### config.mk
export PLATFORM = sky130hd
export DESIGN_NAME = eight_bit_alu_with_flags_unit
export DESIGN_NICKNAME = d
export VERILOG_FILES = /design/src/design/ebalu_pkg.sv /design/src/design/eight_bit_alu_with_flags_unit.sv /design/src/design/ebalu_exec.sv
export SDC_FILE = /design/constraint.sdc
export NUM_CORES = 1
export LEC_CHECK = 0
export BUFFER_PORTS_ARGS = -buffer_cell sky130_fd_sc_hd__buf_2
export CAP_MARGIN = 15
export CORE_MARGIN = 2
export CORE_UTILIZATION = 45
export DETAILED_ROUTE_END_ITERATION = 10
export GPL_TIMING_DRIVEN = 0
export PLACE_DENSITY = 0.66
export SETUP_SLACK_MARGIN = 0.2
export SYNTH_ARGS = -nofsm -noshare
export SYNTH_HDL_FRONTEND = slang
export SYNTH_SLANG_ARGS = --single-unit
### constraint.sdc
create_clock -name clk_i -period 5.25 [get_ports clk_i]
set_input_delay 0.525 -clock clk_i [delete_from_list [all_inputs] [get_ports clk_i]]
set_output_delay 0.525 -clock clk_i [all_outputs]
set_load 0.05 [all_outputs]
### src/design/ebalu_pkg.sv
// ebalu_pkg: operation codes, flag and result types for the eight-bit alu
// no dependencies; used by ebalu_exec and eight_bit_alu_with_flags_unit

package ebalu_pkg;

  typedef enum logic [4:0] {
    MODE_ADD  = 5'd0,
    MODE_ADC  = 5'd1,
    MODE_SUB  = 5'd2,
    MODE_SBC  = 5'd3,
    MODE_AND  = 5'd4,
    MODE_XOR  = 5'd5,
    MODE_OR   = 5'd6,
    MODE_CP   = 5'd7,
    MODE_INC  = 5'd8,
    MODE_DEC  = 5'd9,
    MODE_DAA  = 5'd10,
    MODE_CPL  = 5'd11,
    MODE_SCF  = 5'd12,
    MODE_CCF  = 5'd13,
    MODE_RLCA = 5'd14,
    MODE_RRCA = 5'd15,
    MODE_RLA  = 5'd16,
    MODE_RRA  = 5'd17,
    MODE_RLC  = 5'd18,
    MODE_RRC  = 5'd19,
    MODE_RL   = 5'd20,
    MODE_RR   = 5'd21,
    MODE_SLA  = 5'd22,
    MODE_SRA  = 5'd23,
    MODE_SWAP = 5'd24,
    MODE_SRL  = 5'd25,
    MODE_BIT  = 5'd26,
    MODE_RES  = 5'd27,
    MODE_SET  = 5'd28,
    MODE_LOAD = 5'd29
  } mode_e;

  // shift kinds, shared by the accumulator rotates and the prefixed group
  typedef enum logic [2:0] {
    SH_RLC  = 3'd0,
    SH_RRC  = 3'd1,
    SH_RL   = 3'd2,
    SH_RR   = 3'd3,
    SH_SLA  = 3'd4,
    SH_SRA  = 3'd5,
    SH_SWAP = 3'd6,
    SH_SRL  = 3'd7
  } shift_e;

  // packed so that z is bit 3 and c is bit 0
  typedef struct packed {
    logic z;
    logic n;
    logic h;
    logic c;
  } flags_t;

  typedef struct packed {
    logic [7:0] result;
    logic [7:0] acc;
    flags_t     flags;
  } alu_out_t;

  localparam logic [7:0] DAA_HI_LIMIT = 8'h99;
  localparam logic [3:0] DAA_LO_LIMIT = 4'h9;
  localparam logic [7:0] DAA_HI_ADJ   = 8'h60;
  localparam logic [7:0] DAA_LO_ADJ   = 8'h06;

endpackage

### src/design/eight_bit_alu_with_flags_unit.sv
// eight_bit_alu_with_flags_unit: top level, input register, accumulator and flags,
// result register; depends on ebalu_pkg and ebalu_exec
//
//   channel  dir  width (tdata / tuser)  contents
//   s_axis   in   16 / 5                 operand, bit_index, flags_in / mode
//   m_axis   out  24 / -                 result, accumulator_out, z, n, h, c
//
// one beat per cycle while m_axis_tready holds; a beat passes the input register,
// then the combinational alu, then the result register that drives m_axis;
// accumulator and flags update in the same edge that loads the result register
// a stalled result holds both stages; s_axis_tready drops only when both are full
// reset clears the accumulator, the flags and both valid bits

module eight_bit_alu_with_flags_unit (
  input  logic        clk_i,
  input  logic        rst_ni,
  input  logic        s_axis_tvalid,
  output logic        s_axis_tready,
  input  logic [15:0] s_axis_tdata,  // [7:0] operand, [10:8] bit_index, [14:11] flags_in
  input  logic [4:0]  s_axis_tuser,  // [4:0] mode
  output logic        m_axis_tvalid,
  input  logic        m_axis_tready,
  output logic [23:0] m_axis_tdata   // [7:0] result, [15:8] accumulator_out, [16] zero,
                                     // [17] subtract, [18] half_carry, [19] carry
);
  import ebalu_pkg::*;

  logic       in_valid_q;
  logic [4:0] mode_q;
  logic [7:0] operand_q;
  logic [2:0] bit_index_q;
  logic [3:0] flags_in_q;

  logic       out_valid_q;
  logic [7:0] result_q;
  logic [7:0] acc_q;
  flags_t     flags_q;

  logic       advance;
  alu_out_t   alu_out;

  // input stage moves on when the result register is free or being drained
  assign advance       = in_valid_q && (!out_valid_q || m_axis_tready);
  assign s_axis_tready = !in_valid_q || advance;

  always_ff @(posedge clk_i or negedge rst_ni) begin
    if (!rst_ni) begin
      in_valid_q <= 1'b0;
    end else if (s_axis_tready) begin
      in_valid_q <= s_axis_tvalid;
    end
  end

  always_ff @(posedge clk_i) begin
    if (s_axis_tready && s_axis_tvalid) begin
      mode_q      <= s_axis_tuser;
      operand_q   <= s_axis_tdata[7:0];
      bit_index_q <= s_axis_tdata[10:8];
      flags_in_q  <= s_axis_tdata[14:11];
    end
  end

  ebalu_exec u_exec (
    .mode_i      (mode_q),
    .operand_i   (operand_q),
    .bit_index_i (bit_index_q),
    .flags_in_i  (flags_in_q),
    .acc_i       (acc_q),
    .flags_i     (flags_q),
    .out_o       (alu_out)
  );

  always_ff @(posedge clk_i or negedge rst_ni) begin
    if (!rst_ni) begin
      out_valid_q <= 1'b0;
      acc_q       <= 8'd0;
      flags_q     <= '0;
    end else begin
      if (advance) begin
        out_valid_q <= 1'b1;
        acc_q       <= alu_out.acc;
        flags_q     <= alu_out.flags;
      end else if (m_axis_tready) begin
        out_valid_q <= 1'b0;
      end
    end
  end

  always_ff @(posedge clk_i) begin
    if (advance) begin
      result_q <= alu_out.result;
    end
  end

  assign m_axis_tvalid = out_valid_q;
  assign m_axis_tdata  = {4'd0, flags_q.c, flags_q.h, flags_q.n, flags_q.z, acc_q, result_q};

  a_ready_when_out_free : assert property (@(posedge clk_i) disable iff (!rst_ni)
    !out_valid_q |-> s_axis_tready)
    else $error("input not ready while result register empty");

  a_full_stall_blocks : assert property (@(posedge clk_i) disable iff (!rst_ni)
    (in_valid_q && out_valid_q && !m_axis_tready) |-> !s_axis_tready)
    else $error("input accepted while both stages are stalled");

  a_state_holds_on_stall : assert property (@(posedge clk_i) disable iff (!rst_ni)
    !advance |=> ($stable(acc_q) && $stable(flags_q)))
    else $error("accumulator or flags changed without an operation");

  a_advance_fills_out : assert property (@(posedge clk_i) disable iff (!rst_ni)
    advance |=> out_valid_q)
    else $error("operation retired without a result beat");

endmodule

### src/design/ebalu_exec.sv
// ebalu_exec: combinational datapath for one alu operation
// depends on ebalu_pkg for codes and flag types

module ebalu_exec (
  input  logic [4:0]       mode_i,
  input  logic [7:0]       operand_i,
  input  logic [2:0]       bit_index_i,
  input  logic [3:0]       flags_in_i,
  input  logic [7:0]       acc_i,
  input  ebalu_pkg::flags_t flags_i,
  output ebalu_pkg::alu_out_t out_o
);
  import ebalu_pkg::*;

  logic       carry_in;
  logic [8:0] add_sum;
  logic [4:0] add_half;
  logic [8:0] sub_diff;
  logic [4:0] sub_half;
  logic [7:0] inc_val;
  logic [7:0] dec_val;
  logic [7:0] daa_val;
  logic       daa_carry;
  logic [7:0] bit_mask;
  logic [7:0] sh_src;
  logic [7:0] sh_val;
  logic       sh_carry;
  shift_e     sh_kind;
  logic       is_acc_rot;

  assign carry_in = ((mode_i == MODE_ADC) || (mode_i == MODE_SBC)) ? flags_i.c : 1'b0;
  assign add_sum  = {1'b0, acc_i} + {1'b0, operand_i} + {8'd0, carry_in};
  assign add_half = {1'b0, acc_i[3:0]} + {1'b0, operand_i[3:0]} + {4'd0, carry_in};
  assign sub_diff = {1'b0, acc_i} - {1'b0, operand_i} - {8'd0, carry_in};
  assign sub_half = {1'b0, acc_i[3:0]} - {1'b0, operand_i[3:0]} - {4'd0, carry_in};
  assign inc_val  = operand_i + 8'd1;
  assign dec_val  = operand_i - 8'd1;
  assign bit_mask = 8'd1 << bit_index_i;

  // decimal adjust after add or subtract
  always_comb begin
    daa_val   = acc_i;
    daa_carry = flags_i.c;
    if (!flags_i.n) begin
      if (flags_i.c || (acc_i > DAA_HI_LIMIT)) begin
        daa_val   = daa_val + DAA_HI_ADJ;
        daa_carry = 1'b1;
      end
      if (flags_i.h || (acc_i[3:0] > DAA_LO_LIMIT)) begin
        daa_val = daa_val + DAA_LO_ADJ;
      end
    end else begin
      if (flags_i.h) begin
        daa_val = daa_val - DAA_LO_ADJ;
      end
      if (flags_i.c) begin
        daa_val = daa_val - DAA_HI_ADJ;
      end
    end
  end

  // one shifter serves both rotate groups
  assign is_acc_rot = (mode_i <= MODE_RRA);
  assign sh_src     = is_acc_rot ? acc_i : operand_i;
  assign sh_kind    = is_acc_rot ? shift_e'(3'(mode_i - MODE_RLCA))
                                 : shift_e'(3'(mode_i - MODE_RLC));

  always_comb begin
    sh_carry = sh_src[0];
    sh_val   = {1'b0, sh_src[7:1]};
    case (sh_kind)
      SH_RLC: begin
        sh_carry = sh_src[7];
        sh_val   = {sh_src[6:0], sh_src[7]};
      end
      SH_RRC: begin
        sh_carry = sh_src[0];
        sh_val   = {sh_src[0], sh_src[7:1]};
      end
      SH_RL: begin
        sh_carry = sh_src[7];
        sh_val   = {sh_src[6:0], flags_i.c};
      end
      SH_RR: begin
        sh_carry = sh_src[0];
        sh_val   = {flags_i.c, sh_src[7:1]};
      end
      SH_SLA: begin
        sh_carry = sh_src[7];
        sh_val   = {sh_src[6:0], 1'b0};
      end
      SH_SRA: begin
        sh_carry = sh_src[0];
        sh_val   = {sh_src[7], sh_src[7:1]};
      end
      SH_SWAP: begin
        sh_carry = 1'b0;
        sh_val   = {sh_src[3:0], sh_src[7:4]};
      end
      default: begin
        sh_carry = sh_src[0];
        sh_val   = {1'b0, sh_src[7:1]};
      end
    endcase
  end

  always_comb begin
    out_o.result = acc_i;
    out_o.acc    = acc_i;
    out_o.flags  = flags_i;
    unique case (mode_i)
      MODE_ADD, MODE_ADC: begin
        out_o.acc    = add_sum[7:0];
        out_o.result = add_sum[7:0];
        out_o.flags  = '{z: (add_sum[7:0] == 8'd0), n: 1'b0, h: add_half[4], c: add_sum[8]};
      end
      MODE_SUB, MODE_SBC: begin
        out_o.acc    = sub_diff[7:0];
        out_o.result = sub_diff[7:0];
        out_o.flags  = '{z: (sub_diff[7:0] == 8'd0), n: 1'b1, h: sub_half[4], c: sub_diff[8]};
      end
      MODE_CP: begin
        out_o.flags = '{z: (sub_diff[7:0] == 8'd0), n: 1'b1, h: sub_half[4], c: sub_diff[8]};
      end
      MODE_AND: begin
        out_o.acc    = acc_i & operand_i;
        out_o.result = acc_i & operand_i;
        out_o.flags  = '{z: ((acc_i & operand_i) == 8'd0), n: 1'b0, h: 1'b1, c: 1'b0};
      end
      MODE_XOR: begin
        out_o.acc    = acc_i ^ operand_i;
        out_o.result = acc_i ^ operand_i;
        out_o.flags  = '{z: ((acc_i ^ operand_i) == 8'd0), n: 1'b0, h: 1'b0, c: 1'b0};
      end
      MODE_OR: begin
        out_o.acc    = acc_i | operand_i;
        out_o.result = acc_i | operand_i;
        out_o.flags  = '{z: ((acc_i | operand_i) == 8'd0), n: 1'b0, h: 1'b0, c: 1'b0};
      end
      MODE_INC: begin
        out_o.result = inc_val;
        out_o.flags  = '{z: (inc_val == 8'd0), n: 1'b0, h: (inc_val[3:0] == 4'd0),
                         c: flags_i.c};
      end
      MODE_DEC: begin
        out_o.result = dec_val;
        out_o.flags  = '{z: (dec_val == 8'd0), n: 1'b1, h: (operand_i[3:0] == 4'd0),
                         c: flags_i.c};
      end
      MODE_DAA: begin
        out_o.acc    = daa_val;
        out_o.result = daa_val;
        out_o.flags  = '{z: (daa_val == 8'd0), n: flags_i.n, h: 1'b0, c: daa_carry};
      end
      MODE_CPL: begin
        out_o.acc     = ~acc_i;
        out_o.result  = ~acc_i;
        out_o.flags.n = 1'b1;
        out_o.flags.h = 1'b1;
      end
      MODE_SCF: begin
        out_o.flags = '{z: flags_i.z, n: 1'b0, h: 1'b0, c: 1'b1};
      end
      MODE_CCF: begin
        out_o.flags = '{z: flags_i.z, n: 1'b0, h: 1'b0, c: ~flags_i.c};
      end
      MODE_RLCA, MODE_RRCA, MODE_RLA, MODE_RRA: begin
        out_o.acc    = sh_val;
        out_o.result = sh_val;
        out_o.flags  = '{z: 1'b0, n: 1'b0, h: 1'b0, c: sh_carry};
      end
      MODE_RLC, MODE_RRC, MODE_RL, MODE_RR,
      MODE_SLA, MODE_SRA, MODE_SWAP, MODE_SRL: begin
        out_o.result = sh_val;
        out_o.flags  = '{z: (sh_val == 8'd0), n: 1'b0, h: 1'b0, c: sh_carry};
      end
      MODE_BIT: begin
        out_o.result = operand_i;
        out_o.flags  = '{z: ((operand_i & bit_mask) == 8'd0), n: 1'b0, h: 1'b1,
                         c: flags_i.c};
      end
      MODE_RES: begin
        out_o.result = operand_i & ~bit_mask;
      end
      MODE_SET: begin
        out_o.result = operand_i | bit_mask;
      end
      MODE_LOAD: begin
        out_o.acc    = operand_i;
        out_o.result = operand_i;
        out_o.flags  = flags_t'(flags_in_i);
      end
      default: begin
        // unused codes leave everything as it is
        out_o.result = acc_i;
      end
    endcase
  end

endmodule
# Yosys cells after proc, flatten, opt, wreduce, memory -nomap -nowiden
# Index checks and enable logic that the tools add are counted.
# Widths: inputs -> output; s select.
word_totals:
  wordCells: 145
  ff_bits: 42
op_classes:
  muxes: 21
  n_lt_le_gt_ge: 3
  bitwise_logic: 10
  shifts: 1
  n_addsub: 16
  n_eq_ne: 37
  n_reduce_logical: 45
op_table:
  columns: ["cell", "count"]
  rows:
  - ["$pmux 8 s13", 1]
  - ["$logic_not 8->1", 10]
  - ["$pmux 8 s9", 1]
  - ["$eq 5x5->1 const B", 14]
  - ["$mux 8", 8]
  - ["$pmux 8 s7", 1]
  - ["$eq 5x4->1 const B", 8]
  - ["$and 8x8->8", 3]
  - ["$eq 5x3->1 const B", 4]
  - ["$pmux 2 s9", 1]
  - ["$reduce_bool 9->1", 2]
  - ["$not 8->8", 2]
  - ["$or 8x8->8", 2]
  - ["$reduce_bool 8->1", 2]
  - ["$reduce_or 16->1", 1]
  - ["$pmux 1 s12", 1]
  - ["$reduce_bool 12->1", 1]
  - ["$reduce_or 12->1", 1]
  - ["$eq 5x2->1 const B", 2]
  - ["$add 8x8->9", 1]
  - ["$add 9x1->9", 1]
  - ["$eq 3x3->1 const B", 3]
  - ["$reduce_or 3->1", 3]
  - ["$sub 8x8->9", 1]
  - ["41 further kinds", 59]

# Logic depth before layout (Yosys ltp)
depth:
  ltp_word: 9
  depth_mapped: 15
  ltp_nobuf: 13

# By module
# From an unflattened synthesis, not the netlist that was laid out.
unflattened:
  hier_cells: 656
  hier_area_um2: 5241.3
by_module_without_submodules:
  columns: ["mod", "area_per_inst_um2", "instances", "cells_each", "seq_area_each_um2"]
  rows:
  - ["ebalu_exec", 3771.1, 1, 589, 0.0]
  - ["eight_bit_alu_with_flags_unit", 1470.2, 1, 67, 1191.1]

# Worst setup path before layout
# OpenSTA, ideal clock, no wires.
synth_timing:
  path_type: "register to register"
  start: "register mode_q[0]"
  end: "register flags_q, in the netlist m_axis_tdata[16]"
  n_path_buf: 3
  path_stages_with_launch: 15
  arrival_ps: 3420
  path_slack_ps: 1744
  required_ps: 5164
  cell_sequence: "edfxtp_1 -> clkbuf_1 -> buf_2 -> buf_1 -> nand3_1 -> inv_1 -> fa_1 -> inv_1 -> fa_1 -> nand2b_1 -> a211oi_1 -> o31a_1 -> nor3_1 -> or4b_2 -> a32oi_1"
synth_via:
  elab_chain_cells: 6
  elab_cells_between_ends: 52
  cone_classes: "4 x add/sub; 1 x order compare; 30 x eq/ne; 5 x mux; 12 x reduce/logical"
synth_rtl:
  columns: ["item", "line_no", "text"]
  rows:
  - ["start: declaration", "eight_bit_alu_with_flags_unit.sv:29", "logic [4:0] mode_q;"]
  - ["start signal: assignment", "eight_bit_alu_with_flags_unit.sv:56", "mode_q <= s_axis_tuser;"]
  - ["$eq 5x1->1, or another cell as far along", "ebalu_exec.sv:31, ebalu_exec.sv:111", null]
  - ["$logic_or 1x1->1 or $mux 3 (tied branches)", "ebalu_exec.sv:31, ebalu_exec.sv:65", null]
  - ["$mux 1, or another cell as far along", "ebalu_exec.sv:31", "assign carry_in = ((mode_i == MODE_ADC) || (mode_i == MODE_SBC)) ? flags_i.c : 1'b0;"]
  - ["$sub 9x1->9, or another cell as far along", "ebalu_exec.sv:34", "assign sub_diff = {1'b0, acc_i} - {1'b0, operand_i} - {8'd0, carry_in};"]
  - ["$logic_not 8->1 (on tied branches)", null, null]
  - ["$pmux 1 s12", "ebalu_exec.sv:111", "unique case (mode_i)"]
  - ["end signal: assignment", "eight_bit_alu_with_flags_unit.sv:82", "flags_q <= alu_out.flags;"]
  - ["end: declaration", "eight_bit_alu_with_flags_unit.sv:37", "flags_t flags_q;"]
# Parallel ways exist; a longest one is shown, timed or not.
# A chain may end at the register's enable or synchronous reset.

# Worst setup path in the final report
# Ends and elaborated chain as after synthesis.

==> results.toml <==
[routing]
dr.pass1.iters = 6
drt_iter0_drc = 991
via_per_inst = 6.96
detail-route-antenna-nets = 0
post_drt_wl_per_cell_um = 26.4
vias = 5977
wl_um = 22600
drc_errors = 0

[clock_tree]
post-cts-setup-buffers = 0
clock_latency_ps = 320
clock_sinks = 42
cts_resized = 0
cts_buffer_depth = 2
hold_buffers = 0
cts_buffers = 5
path_clk_slew_ps = 80
cts-root-buf = "clkbuf_16"
cts_htree_levels = 2
cts_tree = "done"

[power]
power.total_w = 0.00292
ir_drop_mv = 0.353
p_leak_nw = 2.35
power.density_nw_per_um2 = 497

[floorplan]
die_height_um = 112
boundaryPins = 51
rows = 39
die_area_um2 = 12600
fp.dieW_um = 112
initial_core_util = 0.461
core_um2 = 11500

[synth]
yosysTopAreaCellShare = 0.159
synth_area_leader_cell = "edfxtp_1"
synthTopCellsByArea = "edfxtp_1 16%, ha_1 9.2%, dfrtp_1 6.6%, nor2_1 4.4%, a21oi_1 4.1%"
synthArstFlopShare = 0.333
ys_seq_elements = 42
synth_cells = 659
synth_warnings = 0
ys.flop_type = "edfxtp_1"
synth_edf_count = 28
synth_cell_type_count = 89
synth_area_um2 = 5290
seq_area_frac_synth = 0.225
synth_area_per_cell_um2 = 8.03

[sta]
finClkSkew_ps = 10.2
slew_violations = 0
finalSetupViolations = 0
hold_viol_final = 0
fin_crit_sh = 0.852
max_freq_mhz = 223
holdWs_ps = 104
tns_ps = 0
rsz0062_at_grt = "false"
slew_headroom = 0.305
period_minus_slack_ps = 4480
worst_pin_slew_ps = 1020

[worst_setup_path]
cp_max_fo = 10
crit_type = "register to register"
crit_buf_inv = 5
crit_path_max_incr_delay_ps = 640
cp_top_family = "simple AND/OR/NAND/NOR gates"
critPathCaptureType = "register"
cp-start-kind = "register"
arrival_ps = 4710
cp.required_ps = 5480
crit_chain = "clkbuf_1, buf_2, buf_1, nand3_1, inv_1, fa_1, inv_1, fa_1, xor2_1, nand4_1, nor4_1, nand3_1, or4b_2, a32oi_1"
slowest_stage = "or4b_2"

[global_routing]
grt_pass1_wl_um = 34300
grt_pass1_vias = 5550
grt_overflow = 0
antenna_found_initial = 0
track_usage = 0.359
grt_max_degree = 21

[final_layout]
nFillCells = 1093
fin_area_um2 = 5880
area_growth_pct = 11.2
diodes = 0
drive_above_1_share = 0.119
nets = 783
mostFrequentLayoutCells = "62 x nor2_1, 51 x buf_2, 46 x nand2_1"
final_common_cell = "nor2_1"

[placement]
gp_congestion = 1.08
placement.cell_area_um2 = 5710
io_buffers = 45
hpwl_um = 17600

[run]
drv_cap = 0

[min_path]
min_path_type = "primary input to async pin"

[outcome]
outcome = "completed"
[state kept, by name, summed over array words and instances (netlist names)]
signal,cells
operand_q,8
bit_index_q,3
m_axis_tvalid,1
result_q,8
m_axis_tdata,4
acc_q,8
in_valid_q,1
mode_q,5
flags_in_q,4
[report_power, final]
group | internal (W) | leakage, nW | switching (W)
Sequential | 0.000425 | 0.429 | 0.000134
Combinational | 0.000658 | 1.84 | 0.00133
Clock | 0.000209 | 0.0801 | 0.000166
[path summary, 6_finish.rpt]
kind / start / endpoint / slack (ps) / cells past startpoint
min reg2reg: in_valid_q / m_axis_tvalid / 490 / 1
min: rst_ni / acc_q[7] / 100 / 1
max: mode_q[0] / m_axis_tdata[16] / 770 / 14
max in group asynchronous: rst_ni / acc_q[2] / 4880 / 1
min in group clk_i: s_axis_tdata[0] / operand_q[0] / 380 / 1
max reg2reg: mode_q[0] / m_axis_tdata[16] / 770 / 14
[layout make-up]
cell class	instances	area (um2)	share of cell area
clock buffer	6	150	0.0255
tap	143	179	0.0304
inverter	34	130	0.0221
sequential	42	1190	0.203
multi-input combinational	538	3750	0.638
buffer	48	225	0.0383
clock inverter	2	18.8	0.00319
timing repair buffer	46	233	0.0396
[metal layers]
layer	track usage	vias up	part of all wire
li1	-	2609	-
met1	0.506	2806	0.42
met2	0.517	464	0.41
met3	0.0718	98	0.11
met4	0.190	0	0.060
met5	0	-	0
[logic make-up after synthesis]
kind of cell,Yosys count,synth area share
compound gates,213,0.288
xor+xnor,26,0.0430
fa+ha+maj,43,0.107
buf+inv,82,0.0672
flops,42,0.225
mux,18,0.0374
other cells,1,0.000709
simple gates,234,0.231
[cells in the mapped netlist (6+ instances only)]
cell type,count
xor2_1,8
nor3_1,24
a211oi_1,11
inv_1,33
and3_1,6
o22ai_1,14
a221oi_1,13
a221o_1,7
nand2b_1,12
o21ai_0,27
clkbuf_1,33
xnor2_1,18
nand4_1,7
o21a_1,6
a22oi_1,6
mux2i_1,15
and2_1,6
nor2_1,62
o211ai_1,7
nand3_1,12
nand2_1,46
buf_2,6
dfrtp_1,14
nor4_1,10
edfxtp_1,28
a21oi_1,43
ha_1,39
a31oi_1,17
a211o_1,6
nor2b_1,10
or4_1,6
[stage by stage]
step	util	setup WS [ps]	instances
global placement	0.498	932	850
detailed placement	0.498	890	850
CTS	0.512	890	858
global route	0.513	449	859
floorplan	-	1740	662
finish	0.513	774	859
(Power assumes the default switching activity.)
